--- src/rtl/usrw_pkg.sv ---
package usrw_pkg;

  localparam int GEN_W      = 31;
  localparam int DIR_W      = 32;
  localparam int CFG_IDX_W  = 1;
  localparam int POS_OUT_W  = 32;
  localparam int STEP_OUT_W = 18;
  localparam int LEN_W      = 31;
  localparam int SQ_W       = 62;
  localparam int CNT_W      = 5;

  localparam logic [17:0]      LCG_MUL    = 18'd214013;
  localparam logic [21:0]      LCG_ADD    = 22'd2531011;
  localparam logic [GEN_W-1:0] SEED_X_RST = 31'd1;
  localparam logic [GEN_W-1:0] SEED_Y_RST = 31'd202;
  localparam logic [DIR_W-1:0] HALF_RANGE = 32'h4000_0000;
  localparam logic [SQ_W-1:0]  ROOT_BIT0  = 62'h1000_0000_0000_0000;
  localparam logic [CNT_W-1:0] ROOT_LAST  = 5'd30;

  localparam logic [CFG_IDX_W-1:0] CFG_SEED_X = 1'b0;
  localparam logic [CFG_IDX_W-1:0] CFG_SEED_Y = 1'b1;

  typedef struct packed {
    logic signed [DIR_W-1:0] dx;
    logic signed [DIR_W-1:0] dy;
  } dir_t;

  typedef struct packed {
    logic full;
    logic empty;
  } fifo_stat_t;

endpackage

--- src/rtl/usrw_if.sv ---
interface usrw_tick_if;
  logic valid;
  logic ready;
  logic tick;
  modport source (output valid, output tick, input ready);
  modport sink (input valid, input tick, output ready);
endinterface


--- src/rtl/usrw_front.sv ---
module usrw_front (
  input  logic                               clk,
  input  logic                               rst,
  input  logic                               cfg_we,
  input  logic [usrw_pkg::CFG_IDX_W-1:0]     cfg_index,
  input  logic [usrw_pkg::GEN_W-1:0]         cfg_data,
  usrw_tick_if.sink                          in_ch,
  input  usrw_pkg::fifo_stat_t               stat,
  output logic                               push,
  output usrw_pkg::dir_t                     push_dir
);

  logic [usrw_pkg::GEN_W-1:0] gen_x;
  logic [usrw_pkg::GEN_W-1:0] gen_y;
  logic [48:0]                prod_x;
  logic [48:0]                prod_y;
  logic [usrw_pkg::GEN_W-1:0] gen_x_next;
  logic [usrw_pkg::GEN_W-1:0] gen_y_next;

  assign in_ch.ready = !stat.full;
  assign push        = in_ch.valid && in_ch.ready && in_ch.tick;

  assign prod_x = 49'(usrw_pkg::LCG_MUL) * 49'(gen_x) + 49'(usrw_pkg::LCG_ADD);
  assign prod_y = 49'(usrw_pkg::LCG_MUL) * 49'(gen_y) + 49'(usrw_pkg::LCG_ADD);
  assign gen_x_next = prod_x[usrw_pkg::GEN_W-1:0];
  assign gen_y_next = prod_y[usrw_pkg::GEN_W-1:0];

  assign push_dir.dx = $signed({1'b0, gen_x_next} - usrw_pkg::HALF_RANGE);
  assign push_dir.dy = $signed({1'b0, gen_y_next} - usrw_pkg::HALF_RANGE);

  always_ff @(posedge clk) begin
    if (rst) begin
      gen_x <= usrw_pkg::SEED_X_RST;
      gen_y <= usrw_pkg::SEED_Y_RST;
    end else if (cfg_we) begin
      case (cfg_index)
        usrw_pkg::CFG_SEED_X: gen_x <= cfg_data;
        usrw_pkg::CFG_SEED_Y: gen_y <= cfg_data;
        default: ;
      endcase
    end else if (push) begin
      gen_x <= gen_x_next;
      gen_y <= gen_y_next;
    end
  end

endmodule

--- src/flat_wrapper.sv ---
// flat-port wrapper written by rule: the top's interface ports become plain ports
module usrw_front_flat 
  (clk, rst, cfg_we, cfg_index, cfg_data, stat, push, push_dir, in_ch_valid, in_ch_tick, in_ch_ready);
  usrw_tick_if in_ch_i ();
  input  logic clk;
  input  logic rst;
  input  logic cfg_we;
  input  logic [usrw_pkg::CFG_IDX_W-1:0] cfg_index;
  input  logic [usrw_pkg::GEN_W-1:0] cfg_data;
  input  usrw_pkg::fifo_stat_t stat;
  output logic push;
  output usrw_pkg::dir_t push_dir;
  input wire logic [$bits(in_ch_i.valid)-1:0] in_ch_valid;
  input wire logic [$bits(in_ch_i.tick)-1:0] in_ch_tick;
  output wire logic [$bits(in_ch_i.ready)-1:0] in_ch_ready;
  assign in_ch_i.valid = in_ch_valid;
  assign in_ch_i.tick = in_ch_tick;
  assign in_ch_ready = in_ch_i.ready;
  usrw_front u_core (.clk(clk), .rst(rst), .cfg_we(cfg_we), .cfg_index(cfg_index), .cfg_data(cfg_data), .in_ch(in_ch_i), .stat(stat), .push(push), .push_dir(push_dir));
endmodule
--- config.mk ---
export PLATFORM = sky130hd
export DESIGN_NAME = usrw_front_flat
export DESIGN_NICKNAME = d
export VERILOG_FILES = /design/src/rtl/usrw_pkg.sv /design/src/rtl/usrw_if.sv /design/src/rtl/usrw_front.sv /design/src/flat_wrapper.sv
export SDC_FILE = /design/constraint.sdc
export NUM_CORES = 1
export LEC_CHECK = 0
export BUFFER_PORTS_ARGS = -buffer_cell sky130_fd_sc_hd__buf_4
export CORE_MARGIN = 8
export CORE_UTILIZATION = 60
export DETAILED_ROUTE_END_ITERATION = 8
export PLACE_DENSITY = 0.76
export SYNTH_ARGS = -nofsm -noshare
export SYNTH_HDL_FRONTEND = slang
export SYNTH_SLANG_ARGS = --single-unit
--- constraint.sdc ---
create_clock -name clk -period 8.2 [get_ports clk]
set_input_delay 1.23 -clock clk [delete_from_list [all_inputs] [get_ports clk]]
set_output_delay 1.23 -clock clk [all_outputs]
set_load 0.05 [all_outputs]
Yosys cells after proc, flatten, opt, wreduce, memory -nomap -nowiden:

Cells that the tools add are included.

* add/subtract/negate cells: 4
* multiply operators: 2
* multiplexer cells: 6
* equal/unequal tests: 2
* reduce and logical (&&, ||, !) cells: 6

Operator list (number)
* $mux W31: 6
* $sub A31 B31 Y32 const B: 2
* $add A31 B22 Y31 const B: 2
* $mul A18 B31 Y31 const A: 2
* $reduce_and A2 Y1: 2
* $logic_and A1 B1 Y1: 2
* $ne A2 B1 Y1 const B: 1
* $ne A2 B2 Y1 const B: 1
* $reduce_bool A2 Y1: 1
* $logic_not A1 Y1: 1

* output and inout bits: 66
* bits of input ports: 39
* logic and storage cells: 22
* register bits: 62

Depth between registers and ports, before layout:

Gate-level depths: netlist of run 1.

* depth after elaboration: 5
* depth in mapped cells: 22

Worst setup path after synthesis of run 1:

No wires, ideal clock.

* kind: flip-flop to output port
* from: reg u_core.gen_x[3] (netlist name)
* to: out push_dir[63] (netlist name)
* arrival time: 6.239 ns
* cell stages (with the launch flop): 21
* data required time: 6.970 ns
* setup slack: 0.731 ns
* cells stage by stage: dfxtp_1 > fa_1 > inv_1 > fa_1 > fa_1 > inv_1 > fa_1 > inv_1 > fa_1 > fa_1 > inv_1 > ha_1 > nand2_1 > a2111o_1 > a31oi_4 > o2111a_2 > o311ai_1 > a31oi_1 > nor2_1 > xnor2_1 > buf_4

RTL lines
* from (decl): line usrw_front.sv:13 `logic [usrw_pkg::GEN_W-1:0] gen_x;`
* from (signal assigned): line usrw_front.sv:33 `gen_x <= usrw_pkg::SEED_X_RST;`
* from (signal assigned): line usrw_front.sv:37 `usrw_pkg::CFG_SEED_X: gen_x <= cfg_data;`
* from (signal assigned): line usrw_front.sv:42 `gen_x <= gen_x_next;`
* to (decl): line flat_wrapper.sv:12 `output usrw_pkg::dir_t push_dir;`

==> results of run 1 <==
==> sequential cells by signal (all words and copies together), names as in the netlist <==
| signal | count |
|---|---|
| u_core.gen_y | 31 |
| u_core.gen_x | 31 |
==> cell usage after synthesis (17+ instances only) <==
cell type	instances	area, sq um
nand2_1	87	326.6
clkbuf_1	29	108.9
o21ai_0	25	125.1
inv_1	688	2582
xor2_1	26	227.7
ha_1	270	3378
a311oi_1	24	210.2
dfxtp_1	62	1241
fa_1	348	6967
xnor2_1	85	744.5
nor2_1	64	240.2
a211oi_1	20	150.1
a21oi_1	78	390.4
a21o_1	25	187.7
nor3_1	17	85.08
==> layout make-up <==
| cell class | instances | area [sq um] | share of cell area [%] |
|---|---|---|---|
| Multi-Input combinational cell | 1229 | 14400 | 72.42 |
| Tap cell | 396 | 495.5 | 2.492 |
| Clock inverter | 6 | 68.82 | 0.3461 |
| Clock buffer | 10 | 239.0 | 1.202 |
| Timing Repair Buffer | 113 | 848.3 | 4.266 |
| Inverter | 689 | 2586 | 13.01 |
| Sequential cell | 62 | 1247 | 6.273 |
==> metrics by stage <==
stage	instances	area, sq um	setup WS (ns)	utilization [%]
finish	2505	19890	0.2650	65.52
global route	2505	19890	0.0004006	65.52
CTS	2505	19870	0.1444	65.46
detailed placement	2489	19560	0.5365	64.45
global placement	2489	19560	0.6407	64.45
floorplan	2015	18350	0.7314	-
==> logic make-up (layout without fill, tap and decap cells) <==
group,after synthesis,after routing
muxes,9,9
and+or+nand+nor,230,230
DFF,62,62
AOI/OAI and AO/OA,258,258
adders and majority gates,620,620
buffers and inverters,724,818
xor gates and xnor gates,112,112
==> worst max-delay path by stage <==
stage                     from            to  slack, ns  cells past startpoint
2_1_floorplan  u_core.gen_x[3]  push_dir[63]       0.73                     20
5_1_grt        u_core.gen_x[4]  push_dir[60]     0.0004                     20
6_report       u_core.gen_x[4]  push_dir[61]       0.26                     20
3_5_place_dp   u_core.gen_x[4]  push_dir[60]       0.54                     20
3_3_place_gp   u_core.gen_x[4]  push_dir[61]       0.64                     20
4_1_cts        u_core.gen_x[4]  push_dir[60]       0.14                     20
==> per-layer routing <==
| layer | vias up | global-route usage, % | part of all wire, % |
|---|---|---|---|
| li1 | 6310 | - | - |
| met1 | 6858 | 35.25 | 43 |
| met2 | 456 | 45.19 | 49 |
| met3 | 79 | 3.841 | 6.4 |
| met4 | 0 | 7.070 | 2.5 |
| met5 | - | 0 | 0 |
==> worst reg2reg max path: cells and delay by family, from the launching register on <==
kind | cells | cell delay [ns]
buf+inv | 5 | 0.50
compound gates | 5 | 1.63
fa+ha+maj | 7 | 3.24
xor+xnor | 1 | 0.15
simple gates | 3 | 0.45
flops | 1 | 0.32
==> results.cfg, run 1 <==
[critical_path]
reg2reg_depth = 21
slowest_delay_ns = 0.54
worstSetupStartpointType = flip-flop
cp.arrival_ns = 6.71
required_ns = 6.97
path_cells = inv_1 -> fa_1 -> fa_1 -> fa_1 -> inv_1 -> fa_1 -> fa_1 -> inv_1 -> fa_1 -> inv_1 -> ha_1 -> a21oi_1 -> o21ai_1 -> a211oi_2 -> nor2_1 -> a211o_1 -> a21oi_2 -> o311ai_2 -> xnor2_1 -> buf_4
critPathKind = reg2out
end_kind = output pin
crit_buf_inv = 5
r2r-start = u_core.gen_y[4]
path_common_cell = fa_1
cpMaxStageDelayCell = fa_1
cp_max_fo = 8
reg2reg_to = u_core.gen_y[29]
ff2ff_setup_slack_ns = 1.78
critPathTopFamily = adder cells

[timing]
finalSetupViolCount = 0
hold_viol_final = 0
fmaxAchievable_ghz = 0.1260
min_period_over_period_pct = 96.77
fin_crit_ns = 7.935
worst_slew_pin_slew_ns = 1.083
slew_headroom_pct = 27.80
hold_ws_ns = 0.5632
tns_ns = 0
finalClockSkew_ns = 0.01733
slew_violations = 0
rsz0062_at_grt = no

[min_path]
hold_path_depth = 2
worstHoldStart = u_core.gen_x[28]
holdPathEnd = u_core.gen_x[28]
min_path_type = reg2reg

[cts]
post_cts_resized = 0
tritoncts = yes
cts.sinks = 62
cts-htree-levels = 3
post-cts-setup-buffers = 0
hold_buffers = 0
numCtsBuffers = 9
root_buffer = clkbuf_16
clk_pin_slew_ns = 0.07
clock_latency_ns = 0.35
cts_buffer_depth = 2

[detailed_routing]
num_vias = 13700
ant_nets = 0
drtPass1Iterations = 5
via_per_inst = 5.470
routed_wirelength_um = 46630
post_drt_wl_per_cell_um = 18.62
dr.first_iter.drc_count = 832
drc = 0

[cells_and_area]
area_growth_pct = 8.381
final_common_cell = inv_1
layout_common_cells = inv_1, fa_1, ha_1
drive_above_1_share_pct = 8.250
fin_nets = 2761
n_fill_cell = 2415
n_antenna_cell = 0

[global_routing]
antenna_found_initial = 0
grt_usage_pct = 26.64
grt_max_degree = 58
grt_pass1_wl_um = 76330
grt-ovfl-total = 0
grt_pass1_vias = 14540

[yosys]
synthMuxAreaShare_pct = 0.4978
yosys.area_share.adder_pct = 56.49
synth_edf_count = 0
ys_async_sr_fraction_pct = 0
syn-instance-count = 2015
ys_ff_latch = 62
synth_compound_area_share_pct = 10.17
synth_top_family_by_area = adder cells
synth_xor_area_share_pct = 5.387
seq_area_frac_synth_pct = 6.765
synth_area_sq_um = 18350
syn_nets = 2672
syn_area_per_cell_sq_um = 9.106
yosysWarnings = 0
synth-simple-area-share_pct = 5.831
synthDistinctLibCells = 79
synth_ff_type = dfxtp_1

[die]
dieWidth_um = 190.9
dieArea_sq_um = 36430
io_pins = 105
num_rows = 64
die_h_um = 190.9
core_sq_um = 30350
initial_core_util_pct = 60.46

[placement]
port_buffers = 103
gp_congestion = 0.9463
hpwl_um = 40510

[run]
maxCapViolCount = 0

[outcome]
run_status = completed
Power of run 1 is not shown: default switching activity piles up to over one toggle a cycle in this logic, so the estimate is an artifact.
==> run 2, diff against run 1 <==
- clock period: 8.2 -> 8.6 ns (I/O delays scaled with it)
==> results.cfg, run 2 (synthesis results as in run 1) <==
[outcome]
run_status = completed

[placement]
port_buffers = 103
gp_congestion = 0.9380
hpwl_um = 40500

[critical_path]
r2r-start = u_core.gen_y[5]
cp_max_fo = 8
worstSetupStartpointType = flip-flop
cp.arrival_ns = 6.80
reg2reg_depth = 19
slowest_delay_ns = 0.61
ff2ff_setup_slack_ns = 2.06
path_cells = inv_1 -> fa_1 -> fa_1 -> fa_1 -> inv_1 -> fa_1 -> fa_1 -> inv_1 -> fa_1 -> inv_1 -> ha_1 -> and2_4 -> a221oi_4 -> nor3_1 -> o21bai_1 -> a31oi_1 -> a21oi_1 -> xnor2_1 -> buf_4
required_ns = 7.31
critPathKind = reg2out
path_common_cell = fa_1
end_kind = output pin
reg2reg_to = u_core.gen_y[23]
cpMaxStageDelayCell = nor3_1

[run]
maxCapViolCount = 0

[cts]
cts.sinks = 62
numCtsBuffers = 9
hold_buffers = 0
clock_latency_ns = 0.35
clk_pin_slew_ns = 0.06
tritoncts = yes
root_buffer = clkbuf_16
cts_buffer_depth = 2
post_cts_resized = 0
cts-htree-levels = 3
post-cts-setup-buffers = 0

[detailed_routing]
dr.first_iter.drc_count = 868
via_per_inst = 5.495
num_vias = 13730
post_drt_wl_per_cell_um = 18.70
drtPass1Iterations = 5
drc = 0
ant_nets = 0
routed_wirelength_um = 46730

[timing]
min_period_over_period_pct = 94.04
slew_violations = 0
worst_slew_pin_slew_ns = 1.100
slew_headroom_pct = 26.70
finalSetupViolCount = 0
rsz0062_at_grt = no
hold_viol_final = 0
hold_ws_ns = 0.5534
tns_ns = 0
fin_crit_ns = 8.087
fmaxAchievable_ghz = 0.1237
finalClockSkew_ns = 0.01080

[min_path]
holdPathEnd = u_core.gen_x[29]
worstHoldStart = u_core.gen_x[29]
min_path_type = reg2reg
hold_path_depth = 3

[cells_and_area]
top_regs = u_core.gen_x x31, u_core.gen_y x31
n_antenna_cell = 0
fin_nets = 2755
layout_common_cells = inv_1, fa_1, ha_1
area_growth_pct = 8.033
final_common_cell = inv_1
drive_above_1_share_pct = 7.656

[global_routing]
grt_usage_pct = 26.82
grt-ovfl-total = 0
grt_pass1_vias = 14690
antenna_found_initial = 0
grt_pass1_wl_um = 76430
grt_max_degree = 58

[die]
die_h_um = 190.9
dieWidth_um = 190.9
core_sq_um = 30350
num_rows = 64
io_pins = 105
initial_core_util_pct = 60.46
dieArea_sq_um = 36430
run 2: changes by cell type in the layout (fill, tap and decap cells not counted), sizes merged:
cell	delta
buf	-6
run 2: critical path: cells and delay by family (launching register included):
kind,cells,cell delay (ns)
flops,1,0.59
compound gates,4,0.65
buf+inv,5,0.64
fa+ha+maj,7,3.37
xor+xnor,1,0.38
simple gates,2,0.81
run 2: metal layers:
metal,up-vias,routed length (um),global-route usage (%)
met5,-,0,0
met4,0,1927,10.41
met3,110,3167,4.517
met2,479,22240,44.00
met1,6847,19400,35.09
li1,6295,-,-
run 2: through the flow:
stage                     setup slack, ns  cells  area [sq um]  util [%]
after global routing               0.1052   2499         19820     65.31
after CTS                          0.5516   2499         19820     65.31
after global placement              1.010   2483         19510     64.30
after floorplan                     1.071   2015         18350         -
after detailed placement           0.9357   2483         19510     64.30
final                              0.5127   2499         19820     65.31
run 2: worst max path at each step:
stage	start	end	slack [ns]	depth (start not counted)
floorplan	u_core.gen_x[3]	push_dir[63]	1.07	20
global placement	u_core.gen_x[5]	push_dir[61]	1.01	20
detailed placement	u_core.gen_x[4]	push_dir[61]	0.94	20
CTS	u_core.gen_x[4]	push_dir[61]	0.55	20
global route	u_core.gen_y[5]	push_dir[30]	0.11	19
finish	u_core.gen_y[5]	push_dir[31]	0.51	19
run 2: cell type report:
class	instances	area, sq um
Multi-Input combinational cell	1229	14390
Clock inverter	6	68.82
Inverter	689	2586
Tap cell	396	495.5
Timing Repair Buffer	107	803.3
Fill cell	2428	10530
Clock buffer	10	239.0
Sequential cell	62	1241
Power of run 2 is left out for the same reason.
==> run 3, diff against run 2 <==
- CORE_ASPECT_RATIO: default -> 1.5
- TNS_END_PERCENT: default -> 1
==> results.cfg, run 3 (synthesis results as in run 1) <==
[min_path]
hold_path_depth = 2
worstHoldStart = u_core.gen_x[28]
min_path_type = reg2reg
holdPathEnd = u_core.gen_x[28]

[global_routing]
use_met1_pct = 28.14
grt_usage_pct = 25.93
grt_pass1_vias = 14810
grt_use_met3_pct = 2.468
grt_max_degree = 58
grt-ovfl-total = 0
grt_pass1_wl_um = 75010
busiest_layer = met2
antenna_found_initial = 0
use_met2_pct = 48.59

[placement]
port_buffers = 103
dpl.cell_count = 2490
gp_congestion = 0.9696
hpwl_um = 41540
pre_cts_ws_ns = 0.9197

[timing]
slew_headroom_pct = 34.22
tns_ns = 0
fmaxAchievable_ghz = 0.1238
fin_crit_ns = 8.078
setup_ws_ns = 0.5222
rsz0062_at_grt = no
hold_viol_final = 0
slew_violations = 0
worst_slew_pin_slew_ns = 0.9867
min_period_over_period_pct = 93.93
finalClockSkew_ns = 0.01004
finalSetupViolCount = 0

[cells_and_area]
layout_common_cells = inv_1, fa_1, ha_1
layout.cells.non_filler = 2506
fin_nets = 2758
n_antenna_cell = 0
final_util_pct = 65.95
final_common_cell = inv_1
area_growth_pct = 8.395
top_regs = u_core.gen_x x31, u_core.gen_y x31
drive_above_1_share_pct = 7.787

[critical_path]
cp_max_fo = 8
reg2reg_depth = 20
ff2ff_setup_slack_ns = 2.09
critPathKind = reg2out
r2r-start = u_core.gen_x[4]
end_kind = output pin
worstSetupStartpointType = flip-flop
cp.arrival_ns = 6.79
reg2reg_to = u_core.gen_x[29]
required_ns = 7.31

[detailed_routing]
via_per_inst = 5.414
dr.first_iter.drc_count = 654
routed_wirelength_um = 46480
drc = 0
drtPass1Iterations = 5
ant_nets = 0
post_drt_wl_per_cell_um = 18.55
num_vias = 13570

[cts]
clk_pin_slew_ns = 0.06
hold_buffers = 0
cts.sinks = 62
tritoncts = yes
cts_buffer_depth = 2
clock_latency_ns = 0.36
post-cts-setup-buffers = 0
numCtsBuffers = 9
cts-htree-levels = 3
post_cts_resized = 0
root_buffer = clkbuf_16

[die]
core_sq_um = 30160
die_h_um = 230.2
dieArea_sq_um = 36550
dieWidth_um = 158.8
initial_core_util_pct = 60.84
num_rows = 78
io_pins = 105

[run]
maxCapViolCount = 0

[outcome]
run_status = completed
-- run 3: changes by cell type in the layout (fill, tap and decap cells not counted) --
cell / change
buf_4: +3
clkinvlp_4: -1
bufinv_16: +2
clkbuf_8: -1
clkinv_4: +1
inv_6: -1
-- run 3: how the worst max path moves through the flow --
stage / from / to
floorplan: u_core.gen_x[3] / push_dir[63]
global placement: u_core.gen_y[5] / push_dir[29]
detailed placement: u_core.gen_x[4] / push_dir[61]
CTS: u_core.gen_x[4] / push_dir[61]
global route: u_core.gen_x[4] / push_dir[61]
finish: u_core.gen_x[4] / push_dir[61]
-- run 3: area by class of cell --
class	count	area, sq um
clock buffers	9	225.2
clock inverters	7	121.4
fillers	2422	10270
inverters	689	2586
multi-input cells	1229	14390
flip-flops and latches	62	1241
well taps	400	500.5
repair buffers	110	825.8
-- run 3: metal layers --
metal	vias up	routed length, um
met3	141	1428
met5	-	0
met4	0	2652
met1	6782	17300
li1	6295	-
met2	349	25090
-- run 3: critical path, stage by stage, from the launching register on --
cell	delay [ns]
dfxtp_1	0.58
inv_1	0.23
fa_1	0.49
fa_1	0.45
fa_1	0.54
inv_1	0.06
fa_1	0.50
fa_1	0.56
inv_1	0.05
fa_1	0.48
inv_1	0.04
ha_1	0.35
a21oi_1	0.17
o21ai_1	0.11
a31oi_1	0.28
nor2_1	0.17
a211o_1	0.32
a21oi_2	0.30
o311ai_2	0.15
xnor2_1	0.32
buf_4	0.27
-- run 3: metrics by stage --
stage	hold slack (ns)	area [sq um]
final	0.5385	19890
after global routing	0.5606	19890
after CTS	0.5401	19890
after detailed placement	0.5320	19540
after global placement	0.5215	19540
after floorplan	0.5041	18350
Power of run 3 is left out for the same reason.
