**config.mk**
```make
export PLATFORM = sky130hd
export DESIGN_NAME = usrw_fifo
export DESIGN_NICKNAME = d
export VERILOG_FILES = /design/src/rtl/usrw_pkg.sv /design/src/rtl/usrw_fifo.sv
export SDC_FILE = /design/constraint.sdc
export NUM_CORES = 1
export LEC_CHECK = 0
export BUFFER_PORTS_ARGS = -buffer_cell sky130_fd_sc_hd__buf_2
export CORE_ASPECT_RATIO = 1.4
export CORE_MARGIN = 3
export CORE_UTILIZATION = 46
export DETAILED_ROUTE_END_ITERATION = 8
export GPL_ROUTABILITY_DRIVEN = 0
export PLACE_DENSITY = 0.74
export REMOVE_ABC_BUFFERS = 1
export SLEW_MARGIN = 10
export SYNTH_ARGS = -nofsm -noshare
export SYNTH_HDL_FRONTEND = slang
export SYNTH_SLANG_ARGS = --single-unit
```
**constraint.sdc**
```tcl
create_clock -name clk -period 3.6 [get_ports clk]
set_clock_uncertainty 0.2 [all_clocks]
set_input_delay 0.36 -clock clk [delete_from_list [all_inputs] [get_ports clk]]
set_output_delay 0.36 -clock clk [all_outputs]
set_load 0.05 [all_outputs]
```
**src/rtl/usrw_pkg.sv**
```systemverilog
package usrw_pkg;

  localparam int GEN_W      = 31;
  localparam int DIR_W      = 32;
  localparam int CFG_IDX_W  = 1;
  localparam int POS_OUT_W  = 32;
  localparam int STEP_OUT_W = 18;
  localparam int LEN_W      = 31;
  localparam int SQ_W       = 62;
  localparam int CNT_W      = 5;

  localparam logic [17:0]      LCG_MUL    = 18'd214013;
  localparam logic [21:0]      LCG_ADD    = 22'd2531011;
  localparam logic [GEN_W-1:0] SEED_X_RST = 31'd1;
  localparam logic [GEN_W-1:0] SEED_Y_RST = 31'd202;
  localparam logic [DIR_W-1:0] HALF_RANGE = 32'h4000_0000;
  localparam logic [SQ_W-1:0]  ROOT_BIT0  = 62'h1000_0000_0000_0000;
  localparam logic [CNT_W-1:0] ROOT_LAST  = 5'd30;

  localparam logic [CFG_IDX_W-1:0] CFG_SEED_X = 1'b0;
  localparam logic [CFG_IDX_W-1:0] CFG_SEED_Y = 1'b1;

  typedef struct packed {
    logic signed [DIR_W-1:0] dx;
    logic signed [DIR_W-1:0] dy;
  } dir_t;

  typedef struct packed {
    logic full;
    logic empty;
  } fifo_stat_t;

endpackage

```
**src/rtl/usrw_fifo.sv**
```systemverilog
module usrw_fifo (
  input  logic                 clk,
  input  logic                 rst,
  input  logic                 push,
  input  usrw_pkg::dir_t       push_dir,
  input  logic                 pop,
  output usrw_pkg::dir_t       head,
  output usrw_pkg::fifo_stat_t stat
);

  usrw_pkg::dir_t mem [2];
  logic           wr_ptr;
  logic           rd_ptr;
  logic [1:0]     count;

  assign head       = mem[rd_ptr];
  assign stat.full  = (count == 2'd2);
  assign stat.empty = (count == 2'd0);

  always_ff @(posedge clk) begin
    if (push) begin
      mem[wr_ptr] <= push_dir;
    end
  end

  always_ff @(posedge clk) begin
    if (rst) begin
      wr_ptr <= 1'b0;
      rd_ptr <= 1'b0;
      count  <= 2'd0;
    end else begin
      if (push) begin
        wr_ptr <= !wr_ptr;
      end
      if (pop) begin
        rd_ptr <= !rd_ptr;
      end
      case ({push, pop})
        2'b10:   count <= count + 2'd1;
        2'b01:   count <= count - 2'd1;
        default: count <= count;
      endcase
    end
  end

endmodule

```
[Word-level counts from Yosys, hierarchy flattened]
Memory sizes are Yosys's and may differ from the RTL's. A register that Yosys moved wholly into a read port is not among the register bits.
Cells that the tools add are included.
Storage, ports and cells
  bits in registers: 4
  latch bits: 0
  RAM bits: 128
  ROM bits: 0
  output and inout bits: 66
  memories: 1
Cells by class
  add/subtract/negate cells: 2
  multipliers: 0
  div/mod/pow operators: 0
  $lt $le $gt $ge: 0
  eq/ne operators: 3
  shifts and indexed selects: 0
  muxes and demuxes: 5
  bitwise operators: 0
  reductions and logical operators: 4
Memories
  mem: words 2, bits a word 64, read ports 1, clocked after Yosys merged registers in 1, wr ports 1, line usrw_fifo.sv:11  | usrw_pkg::dir_t mem [2];
Operator list (count)
  == test 2 bit, second input constant: 2
  two-way mux 1 bit: 4
  case mux 2 bit (2 select lines): 1
  adder 2 x 1 -> 2 bit, second input constant: 1
  == test 2 x 1 -> 1 bit, second input constant: 1
  zero test 1 bit: 2
  zero test 2 bit: 1
  nonzero test 2 bit: 1
  subtractor 2 x 1 -> 2 bit, second input constant: 1

[Depth between registers and ports, before layout]
Gate-level depths: netlist of run 1.
  depth after elaboration: 3
  depth in mapped cells: 5
  gate-level depth less buffers: 5

[Least setup slack after synthesis of run 1]
Ideal clock, no wire load.
  path kind: input to register
  start point: input push
  end point: memory mem[0][0] (netlist bit), enable pin
  library setup time: 488 ps
  arrival time: 3103 ps
  slack: -191 ps
  cell stages on the path: 2
  cells stage by stage: inv_1 > nor2_1
Between the ends
  cells in the longest elaborated chain, start to end: 2
Ends and longest elaborated chain
  start, declared: line usrw_fifo.sv:4  | input logic push,
  two-way mux 1 bit: line usrw_fifo.sv:21  | if (push) begin
  two-way mux 1 bit (not written as such): line usrw_fifo.sv:22  | mem[wr_ptr] <= push_dir;
  end, declared: line usrw_fifo.sv:11
No other way between the ends.

==> results, run 1 <==
- The floorplan step defined a die boundary enclosing 11800 um2.
- The total leakage power is 2.63 nW.
- The number of global-route vias before repair is 3007.
- STA classifies the critical path endpoint as an output pin.
- The row count is 43.
- Setup total negative slack on the finished layout was measured at 0 ns.
- The max-slew violation total from the final report is 0.
- The critical path is of the reg2out type.
- After detailed routing, the total wire length is 9.96 mm.
- In the final routed layout, each cell accounts on average for 17.1 um.
- The number of antenna violations at the first check in global routing came to 0.
- Dividing the detail-routed via count by the number of cells gives 4.79.
- The maximum clock frequency is 0.373 GHz.
- For this design the total switching power over the nets is 0.00110 W.
- The synthesized cell area is 4820 um2.
- The worst-path maximum fanout is 36.
- The clock root buffer master is clkbuf_16.
- Summing internal, switching and leakage power gives 0.00420 W.
- For this run, the total global-route usage over all layers was measured as 0.177.
- The H-tree was split into 4 levels.
- The area of the placeable core is 10100 um2.
- The die is 92.5 um wide.
- The count of input and output buffers is 133.
- In the synthesized netlist the async set-or-reset flop fraction comes to 0.
- Setup repair after global routing left no endpoint under its margin.
- The total number of clock tree sinks is 133.
- The height of the chip is 127 um.
- Data arrives at the worst endpoint at 2.12 ns.
- The flip-flop cell with the highest count after synthesis is edfxtp_1.
- The final number of hold-violating endpoints was 0.
- For flop-to-flop paths, the worst setup slack is 1.65 ns.
- The number of flip-flops and latches in the synthesized netlist is 133.
- For this run, design rule violations remaining after detail routing come to 0.
- The startpoint identified for the worst register-to-register timing path is wr_ptr$_SDFFE_PP0P_.
- Counting instances in the post-synthesis netlist gives the leading cell types as edfxtp_1 (128), mux2_2 (64), buf_4 (6), nor2_1 (6), dfxtp_1 (5).
- The number of hold buffers added after CTS was 65.
- The number of antenna diodes in the final layout is 0.
- For this design the ratio of total power to cell area is 607 nW/um2.
- The class of the worst hold path is in2reg.
- During I/O placement, the number of pins put on the boundary was 134.
- The filler cells instantiated in the layout total 656.
- STA classifies the critical path startpoint as a register.
- In this run, the number of DRC markers left after iteration 0 of detailed routing was 172.
- The combinational share of power is 0.162.
- After legalization and detailed placement, the total HPWL measured 6.13 mm.
- After clock tree synthesis, the clock-pin slew on the worst setup and hold paths is 0.05 ns.
- The netlist uses 15 different library cells.
- The initial core utilization is 0.479.
- The number of gates resized after CTS was 0.
- The worst-case setup margin in the final layout is 0.917 ns.
- After technology mapping, the gate count stands at 221.
- By area the synthesized netlist is led by edfxtp_1 (80%), mux2_2 (15%), dfxtp_1 (2.1%), buf_4 (0.93%), xnor2_1 (0.55%).
- Final hold analysis gives a worst-case slack of 0.0462 ns.
- The dominant cell type by area after synthesis is edfxtp_1.
- The hold-critical path depth is 3.
- Of the total power, the clock network draws 0.399.
- Before antenna repair, the detailed router went through 4 iterations.
- The first-pass GRT wire length is 15.3 mm.
- The number of warnings printed during yosys synthesis is 0.
- The longest clock path from root to sink contains 2 buffers.
- The data required time of the critical path is 3.04 ns.
- Once detail routing completed, the nets flagged for antenna violations numbered 0.
- The peak supply drop is 376 uV.
- The internal power of the cells totals 0.00311 W.
- The worst-case setup slack after placement is 1.30 ns.
- The worst register-to-register path has a depth of 2.
- The worst-skew pair later-pin latency is 0.40 ns.
- The total setup violations reported at the end of the flow is 0.
- For hold timing, the worst endpoint is wr_ptr$_SDFFE_PP0P_.
- The layout overhead on the synthesized area is 43.6%.
- The hold path startpoint is push.
- The normalized max-slew margin is 0.489.
- The maximum number of pins on one net before global-route repair is 37.
- The post-place instance area is 5680 um2.
- The part of the total power dissipated in sequential elements is 0.438.
- The number of buffers created by CTS is 17.
- With fillers left out, the area of the finished cells amounts to 6920 um2.
- Of the cells placed in the final design, the portion with a size suffix greater than 1 is 0.525.
- The share of the Yosys chip area taken by registers is 0.818.
- The overflow left after global routing is 0.
- TritonCTS built the clock tree.
- The via count of the routed design is 2790.
- The most used standard cell by instance count after synthesis is edfxtp_1.
- At the pin with the least slew margin, the transition time is 0.767 ns.
- The post-CTS setup buffer count is 0.
- The switching portion of total power is 0.260.
- The run finished with clean final reports.
- The area share of the largest cell type after synthesis is 0.798.
- Of the available clock period, the critical path in the final layout requires 0.745.
- The tool flagged a number of max-cap violations equal to 0.
- The number of enable flip-flop cells after synthesis is 128.
- The net count of the finished layout is 504.
- Each instance of the synthesized netlist takes up on average 21.8 um2.
- The worst path in the final design needs a cycle of 2.68 ns, including I/O delays and setup.
- The worst register-to-register path ends at mem[1][58]$_DFFE_PP_.
flip-flops by register name, indices dropped and copies added (netlist names), named ones only:
register / count
wr_ptr: 1
count: 2
mem: 128
rd_ptr: 1
cells in the final DEF (no fill, tap or decap):
| master | count |
|---|---|
| a21oi_1 | 1 |
| and2_2 | 1 |
| and2b_2 | 1 |
| buf_12 | 3 |
| buf_2 | 133 |
| buf_4 | 1 |
| bufinv_16 | 3 |
| clkbuf_16 | 17 |
| clkinv_1 | 2 |
| clkinv_2 | 4 |
| clkinv_4 | 1 |
| clkinvlp_4 | 5 |
| dfxtp_1 | 4 |
| dfxtp_2 | 1 |
| dlygate4sd3_1 | 65 |
| edfxtp_1 | 128 |
| ha_1 | 1 |
| inv_1 | 1 |
| mux2_2 | 64 |
| nor2_1 | 5 |
| nor2_4 | 1 |
| o21ai_0 | 1 |
| or3_1 | 1 |
| xnor2_1 | 3 |
| xor2_1 | 1 |
power by group through the flow:
| stage | Sequential [W] | Clock (W) | Combinational, W |
|---|---|---|---|
| 6_report | 0.00184 | 0.00168 | 0.000682 |
| 5_1_grt | 0.00185 | 0.00178 | 0.000715 |
| 4_1_cts | 0.00184 | 0.00171 | 0.000686 |
| 3_5_place_dp | 0.00188 | 0 | 0.000629 |
| 3_3_place_gp | 0.00187 | 0 | 0.000619 |
| 2_1_floorplan | 0.00188 | 0 | 0.000448 |
final cells by class:
cell class	count	area, um2	area share
flip-flops and latches	133	3950	0.570
repair buffers	202	1380	0.200
multi-input cells	80	831	0.120
clock buffers	17	425	0.0615
well taps	135	169	0.0244
clock inverters	15	164	0.0237
inverters	1	3.75	0.000542
per-stage QoR:
stage	util	cells
after global routing	0.688	583
after CTS	0.688	583
final	0.688	583
after floorplan	-	214
after global placement	0.565	486
after detailed placement	0.565	486
routing by layer:
metal | track usage | share of wire | wire (um) | up-vias
met4 | 0.0647 | 0.022 | 220 | 0
met5 | 0 | 0 | 0 | -
met1 | 0.184 | 0.36 | 3590 | 1374
li1 | - | - | - | 1301
met2 | 0.324 | 0.57 | 5640 | 104
met3 | 0.0624 | 0.052 | 520 | 11
worst max-delay path, stage by stage, from the launching register on:
cell	delay, ns
dfxtp_2	0.80
buf_12	0.31
mux2_2	0.39
buf_2	0.22
kinds of logic after synthesis:
| logic type | Yosys count | share of synthesized area |
|---|---|---|
| flops | 133 | 0.818 |
| simple gates | 9 | 0.00909 |
| xor+xnor | 4 | 0.00727 |
| fa+ha+maj | 1 | 0.00260 |
| buf+inv | 8 | 0.0112 |
| compound gates | 2 | 0.00207 |
| mux | 64 | 0.150 |
worst max path at each step:
stage,slack (ns),start,depth (start not counted),endpoint
finish,0.92,register,3,head[49]
global route,0.81,register,3,head[49]
CTS,0.87,register,3,head[49]
detailed placement,1.30,register,3,head[49]
global placement,1.32,register,3,head[49]
floorplan,-0.19,push,2,mem[0][0]$_DFFE_PP_
Power figures use the tool's default switching activity.
==> run 2, diff against run 1 <==
--- a/config.mk
+++ b/config.mk
@@ -8,10 +8,10 @@
 export BUFFER_PORTS_ARGS = -buffer_cell sky130_fd_sc_hd__buf_2
 export CORE_ASPECT_RATIO = 1.4
 export CORE_MARGIN = 3
-export CORE_UTILIZATION = 46
+export CORE_UTILIZATION = 51
 export DETAILED_ROUTE_END_ITERATION = 8
 export GPL_ROUTABILITY_DRIVEN = 0
-export PLACE_DENSITY = 0.74
+export PLACE_DENSITY = 0.78
 export REMOVE_ABC_BUFFERS = 1
 export SLEW_MARGIN = 10
 export SYNTH_ARGS = -nofsm -noshare
==> constraint.sdc (replaced) <==
create_clock -name clk -period 2.6 [get_ports clk]
set_clock_uncertainty 0.2 [all_clocks]
set_input_delay 0.26 -clock clk [delete_from_list [all_inputs] [get_ports clk]]
set_output_delay 0.26 -clock clk [all_outputs]
set_load 0.05 [all_outputs]
==> run 2 against run 1 <==
Setup slack lost 0.51 ns. Sequential power rose by 38%. Die area down 9.3%. Final cell count decreased by 4.3%. Design area decreased by 1.5%. Via count is 0.50% lower. Global-route usage is 1.7 points higher. Wire length decreased by 3.4%. Clock power rose by 22%. Largest power group unchanged.
==> results, run 2 (synthesis gave the netlist of run 1 again) <==
- The flow ran to the end, and the final reports show no timing, DRC or antenna violations.
- The peak supply drop is 596 uV.
- In the finished design, the share of the clock period the worst path needs comes to 0.843.
- The wire length the detailed router placed on met1 is 3.34 mm.
- The number of inserted diodes is 0.
- For this run the aggregate overflow at the end of global routing stands at 0.
- Entering global routing, the biggest net connects 54 pins.
- The height of the chip is 121 um.
- Leaving out fill and tap cells, the most frequent cells in the layout are buf_2 (133), edfxtp_1 (128), dlygate4sd3_1 (68).
- The cell family contributing the most delay on the critical path is buffers and inverters.
- The number of buffers between clock root and the deepest sink is 2.
- The post-route antenna net violation count is 0.
- The data required time of the critical path is 2.14 ns.
- The maximum clock frequency is 0.456 GHz.
- The net count of the finished layout is 508.
- Setup slack closes at 0.409 ns.
- The worst hold path terminates at count[1]$_SDFFE_PP0P_.
- The number of cells on the critical path is 3.
- Buffers added to address setup during post-CTS repair amount to 0.
- The worst-path maximum fanout is 33.
- Before antenna repair, the detailed router went through 4 iterations.
- The highest layer touched by signal routing is met4.
- The type of destination of the critical path is an output pin.
- The number of buffers created by CTS is 17.
- The analysis attributes to net switching a power of 0.00143 W.
- The worst path in the final design needs a cycle of 2.19 ns, including I/O delays and setup.
- The startpoint identified for the worst hold timing path is count[1]$_SDFFE_PP0P_.
- The commonest non-fill, non-tap cell in the layout is buf_2.
- The layout has 562 filler cells.
- The internal power of the cells totals 0.00410 W.
- The number of global-route vias before repair is 3069.
- The total number of clock tree sinks is 133.
- The total wire length is 9.62 mm.
- The floorplan step set the die width to 88.2 um.
- Before CTS, the worst setup slack after placement is 0.801 ns.
- The terminus of the critical flop-to-flop path is mem[0][62]$_DFFE_PP_.
- The count of maximum capacitance violations is 0.
- The TritonCTS clock tree is done.
- At the pin with the least slew margin, the transition time is 0.502 ns.
- For this run, the slowest stage of the critical path takes 0.41 ns.
- The total routing resource utilization after global routing is 0.194.
- Measured in cells, the most critical reg-to-reg path has a length of 2.
- The number of buffers and inverters on the critical path is 2.
- The total setup violations reported at the end of the flow is 0.
- Across all register-to-register paths, the minimum setup slack is 0.99 ns.
- The die covers 10700 um2.
- The signal on the critical path passes through buf_4, mux2_2, buf_2.
- The share of total power dissipated in the clock network is 0.370.
- After detailed routing, the average wire length per cell comes to 17.2 um.
- The worst setup path is of the reg2out kind.
- The layout overhead on the synthesized area is 41.5%.
- The first-pass GRT wire length is 14.9 mm.
- Detailed routing placed a total of 463 um of wire on met3.
- The iteration-0 DRC count of the detailed router is 104.
- The count of buffers added on input and output ports is 133.
- The floorplan has 41 rows.
- STA puts the critical path data arrival time at 1.73 ns.
- The cell sitting at the root of the clock tree is a clkbuf_16.
- The final hold slack is 0.317 ns.
- The clock-pin slew on the worst setup and hold paths is 0.05 ns.
- The class of the worst hold path is reg2reg.
- The worst register-to-register path begins at wr_ptr$_SDFFE_PP0P_.
- The share of total power dissipated in sequential elements is 0.459.
- For this design the static power due to leakage is 2.62 nW.
- The routed length on met2 is 5.49 mm.
- Power spread over the standard cell area amounts to 812 nW/um2.
- With fillers left out, the area of the finished cells amounts to 6820 um2.
- For this design the top-level I/O count stands at 134.
- Setup repair after global routing left no endpoint under its margin.
- The combinational share of power is 0.172.
- The number of antenna violations at the first check in global routing is 0.
- Once placement finished, the instance area stood at 5630 um2.
- The final number of hold-violating endpoints was 0.
- The hold-critical path depth is 2.
- The worst setup path is launched from a register.
- The normalized max-slew margin is 0.666.
- The largest individual stage delay along the critical path comes from the cell mux2_2.
- Of the total power, the share spent switching nets is 0.259.
- The max-slew violation total from the final report is 0.
- The initial core utilization is 0.528.
- Detailed routing inserted a total of 2776 vias.
- The floorplan step defined a core boundary enclosing 9130 um2.
- The overall power of the completed layout is 0.00553 W.
- The setup TNS is 0 ns.
- The number of flip-flops under the largest register name is 128.
- The level count of the clock H-tree is 4.
- The clock reaches the later pin of the worst-skew pair after 0.40 ns.
- The largest registers in the layout are mem (128), count (2).
- The most flop-heavy register is mem.
- The fraction of final layout cells sized beyond drive strength 1 is 0.503.
- The half-perimeter wire length after placement is 5.75 mm.
- After detailed routing, the number of vias per cell comes to 4.97.
- In the routed design, unresolved DRC markers number 0.
## run 2: cell count changes in the layout (fill, tap and decap cells not counted)
cell / delta
bufinv_16: -2
buf_12: -2
buf_4: +3
clkinvlp_4: -5
clkinv_2: -1
clkinv_1: +2
clkinv_4: -1
clkbuf_1: +6
dlygate4sd3_1: +3
## run 2: worst min-delay path: stages, from the launching register on
cell and delay, ns:
dfxtp_1 0.33, o21ai_0 0.08, a21oi_1 0.06
## run 2: worst max path at each step
| stage | start | to | slack (ns) |
|---|---|---|---|
| 2_1_floorplan | wr_ptr$_SDFFE_PP0P_ | mem[0][0]$_DFFE_PP_ | -1.09 |
| 3_3_place_gp | register | head[32] | 0.82 |
| 3_5_place_dp | register | head[32] | 0.80 |
| 4_1_cts | register | head[32] | 0.37 |
| 5_1_grt | register | head[47] | 0.32 |
| 6_report | register | head[32] | 0.41 |
## run 2: timing repair
item	in CTS	in global routing
endpoints found under the setup margin	0	0
gates resized for setup	0	0
endpoints found under the hold margin	133	0
hold buffers	68	0
## run 2: final cells by class
class	count	area, um2	share of cell area
flip-flops and latches	133	3950	0.579
repair buffers	206	1400	0.205
multi-input cells	80	831	0.122
clock buffers	23	448	0.0657
well taps	107	134	0.0196
clock inverters	8	60.1	0.00881
inverters	1	3.75	0.000551
## run 2: power by group through the flow
stage                     Clock (W)  Combinational, W  Sequential (W)
final                       0.00205          0.000951         0.00254
after global routing        0.00220           0.00100         0.00255
after CTS                   0.00209          0.000957         0.00254
after detailed placement          0          0.000873         0.00258
after global placement            0          0.000862         0.00257
after floorplan                   0          0.000620         0.00260
## run 2: through the flow
stage | instances | utilization
5_1_grt | 558 | 0.747
3_5_place_dp | 459 | 0.616
6_report | 558 | 0.747
2_1_floorplan | 214 | -
3_3_place_gp | 459 | 0.616
4_1_cts | 558 | 0.747
## run 2: per-layer routing
| layer | vias up | GRT usage |
|---|---|---|
| met2 | 92 | 0.339 |
| met5 | - | 0 |
| met3 | 29 | 0.0693 |
| met4 | 0 | 0.103 |
| met1 | 1343 | 0.196 |
| li1 | 1312 | - |
==> run 3, diff against run 2 <==
--- a/config.mk
+++ b/config.mk
@@ -8,10 +8,10 @@
 export BUFFER_PORTS_ARGS = -buffer_cell sky130_fd_sc_hd__buf_2
 export CORE_ASPECT_RATIO = 1.4
 export CORE_MARGIN = 3
-export CORE_UTILIZATION = 51
+export CORE_UTILIZATION = 46
 export DETAILED_ROUTE_END_ITERATION = 8
 export GPL_ROUTABILITY_DRIVEN = 0
-export PLACE_DENSITY = 0.78
+export PLACE_DENSITY = 0.74
 export REMOVE_ABC_BUFFERS = 1
 export SLEW_MARGIN = 10
 export SYNTH_ARGS = -nofsm -noshare
==> constraint.sdc (replaced) <==
create_clock -name clk -period 1.9 [get_ports clk]
set_clock_uncertainty 0.2 [all_clocks]
set_input_delay 0.19 -clock clk [delete_from_list [all_inputs] [get_ports clk]]
set_output_delay 0.19 -clock clk [all_outputs]
set_load 0.05 [all_outputs]
==> run 3 against run 2 <==
Die area increased by 10%. The run now ends with setup timing left. Critical path depth increased by 1. Largest cell class unchanged. Register-to-register slack got worse by 0.65 ns. Combinational power increased by 100%. Sequential share of layout area decreased by 8.6 points.
==> results, run 3 (synthesis gave the netlist of run 1 again) <==
- Leaving out fill and tap cells, the most frequent cells in the layout are edfxtp_1 (128), buf_2 (69), dlygate4sd3_1 (67).
- The TritonCTS clock tree is done.
- The net count of the finished layout is 520.
- The maximum number of pins on one net before global-route repair is 47.
- The final-layout fill cell count is 513.
- Summed over all layers, the global routing overflow is 0.
- The max-slew violation total from the final report is 0.
- The row count is 43.
- The number of buffers created by CTS is 17.
- The number of vias per cell after detailed routing is 4.94.
- In the routed design, unresolved DRC markers number 0.
- In this run the horizontal extent of the chip is 92.5 um.
- In this run the worst path has a maximum fanout of 7.
- The total leakage power is 3.18 nW.
- The iteration-0 DRC count of the detailed router is 194.
- The worst-case setup margin in the final layout is -0.0682 ns.
- After floorplanning, the core was sized to cover 10100 um2.
- The setup TNS is -2.30 ns.
- The signal on the critical path passes through buf_12, buf_16, mux2_2, buf_6.
- The critical path's largest stage delay is 0.37 ns.
- The largest registers in the layout are mem (128), count (2).
- The die covers 11800 um2.
- The share of the cycle needed by the critical path after routing is 1.04.
- The normalized max-slew margin is 0.722.
- In this run the number of H-tree levels came out at 4.
- The routed design could run at a clock period as short as 1.97 ns.
- At the worst endpoint, the arrival time is 1.58 ns.
- Setup violations remaining at the end of the flow were counted as 64.
- Leaving out fill and tap cells, the most frequent cell in the layout is edfxtp_1.
- The half-perimeter wire length after placement is 5.97 mm.
- The startpoint identified for the worst register-to-register timing path is wr_ptr$_SDFFE_PP0P_.
- The most flop-heavy register is mem.
- The detail route stage leaves a number of antenna-violating nets equal to 0.
- The total number of clock tree sinks is 133.
- The final number of hold-violating endpoints is 0.
- The repair_antennas step left the layout with diodes totalling 0.
- The number of global-route vias before repair is 3222.
- For this configuration, the core starts out at a cell density of 0.479.
- The final reports fail on setup timing.
- Summing all flip-flop and latch instances after layout gives 3950 um2.
- The launching element type of the critical path is a register.
- Clock-pin slew was measured on the worst setup and hold paths at 0.06 ns.
- The data required time of the critical path is 1.51 ns.
- The fraction of final layout cells sized beyond drive strength 1 is 0.534.
- Buffers placed on the I/O ports in this run total 133.
- The worst setup path is of the reg2out kind.
- The routed length per instance is 20.5 um.
- In this run the most critical hold path is launched from push_dir[60].
- The class of the worst hold path is in2reg.
- The longest clock path from root to sink contains 2 buffers.
- The clock root buffer master is clkbuf_16.
- The later pin in the worst-skew pair is clocked with a latency of 0.41 ns.
- The height of the chip is 127 um.
- The power density over the cells is 1070 nW/um2.
- The number of flip-flops under the largest register name is 128.
- The first global-routing pass estimated 16.9 mm of wire.
- The number of antenna violations at the first check in global routing is 0.
- The transition time at the pin with the least slew margin is 0.417 ns.
- The final layout contains routed wiring with a total length of 12.3 mm.
- The maximum clock frequency is 0.508 GHz.
- For this run, the total global-route usage over all layers was measured as 0.196.
- Setup repair after global routing could not meet its margin everywhere.
- The pre-antenna-repair detailed-routing pass consisted of 4 iterations.
- IR analysis of the VDD net gives a maximum drop of 854 uV.
- Max-cap violations in this run came to 0.
- The routed layout has 2958 vias.
- STA classifies the critical path endpoint as an output pin.
- The final hold slack is 0.311 ns.
- The slowest stage cell on the critical path is dfxtp_4.
- The total area of multi-input combinational cells is 1050 um2.
- Pin placement for this block handled 134 I/O pins.
- The run finished, with violations left.
- Relative to the synthesized area, the layout overhead comes to 66.1%.
[run 3: cell types whose count changed in the layout (fill, tap and decap cells not counted), sizes merged]
cell,previous run,this run
buf,138,145
bufinv,1,3
clkinv,7,6
clkinvlp,0,5
dlygate4sd3,68,67
inv,1,2
[run 3: report_power, final]
part           leakage (nW)  internal (W)  switching (W)
logic                  1.67      0.000880        0.00102
clock network         0.274       0.00204        0.00115
registers              1.24       0.00342      0.0000614
total                  3.18       0.00634        0.00223
[run 3: final cells by class]
| class | count | area share |
|---|---|---|
| repair buffers | 218 | 0.281 |
| clock buffers | 17 | 0.0531 |
| well taps | 135 | 0.0211 |
| flip-flops and latches | 133 | 0.493 |
| multi-input cells | 80 | 0.131 |
| clock inverters | 15 | 0.0203 |
| inverters | 1 | 0.000469 |
[run 3: routing by layer]
layer  vias to the layer above  share of wire  global-route usage
met4                         0          0.016              0.0822
met3                        17          0.043              0.0448
met2                       101           0.58               0.366
met5                         -              0                   0
li1                       1340              -                   -
met1                      1500           0.36               0.209
[run 3: worst max-delay path: cells and delay by family, from the launching register on]
family | cells | cell delay, ns
muxes | 1 | 0.35
DFF | 1 | 0.37
buffers and inverters | 3 | 0.45
[run 3: path summary, 6_finish.rpt]
kind	depth (start not counted)	end	slack, ns
worst max register to register	2	mem[1][32]$_DFFE_PP_	0.34
worst min-delay path	2	mem[1][60]$_DFFE_PP_	0.31
worst min register to register	2	rd_ptr$_SDFFE_PP0P_	0.32
worst max-delay path	4	head[26]	-0.07
[run 3: stage by stage]
stage	cells	util	cell area, um2	setup WS, ns	power (W)
after global placement	488	0.566	5700	0.291	0.00471
after global routing	599	0.796	8010	-0.0996	0.00882
after detailed placement	488	0.566	5700	0.287	0.00474
final	599	0.796	8010	-0.0682	0.00857
after floorplan	214	-	4770	-1.79	0.00441
after CTS	589	0.745	7500	-0.124	0.00832
[run 3: timing repair]
action	in CTS	in global routing
gates resized for setup	153	82
endpoints found under the setup margin	64	64
hold buffers	67	0
gates cloned	2	8
hold endpoints to repair	133	0
setup buffers	0	2
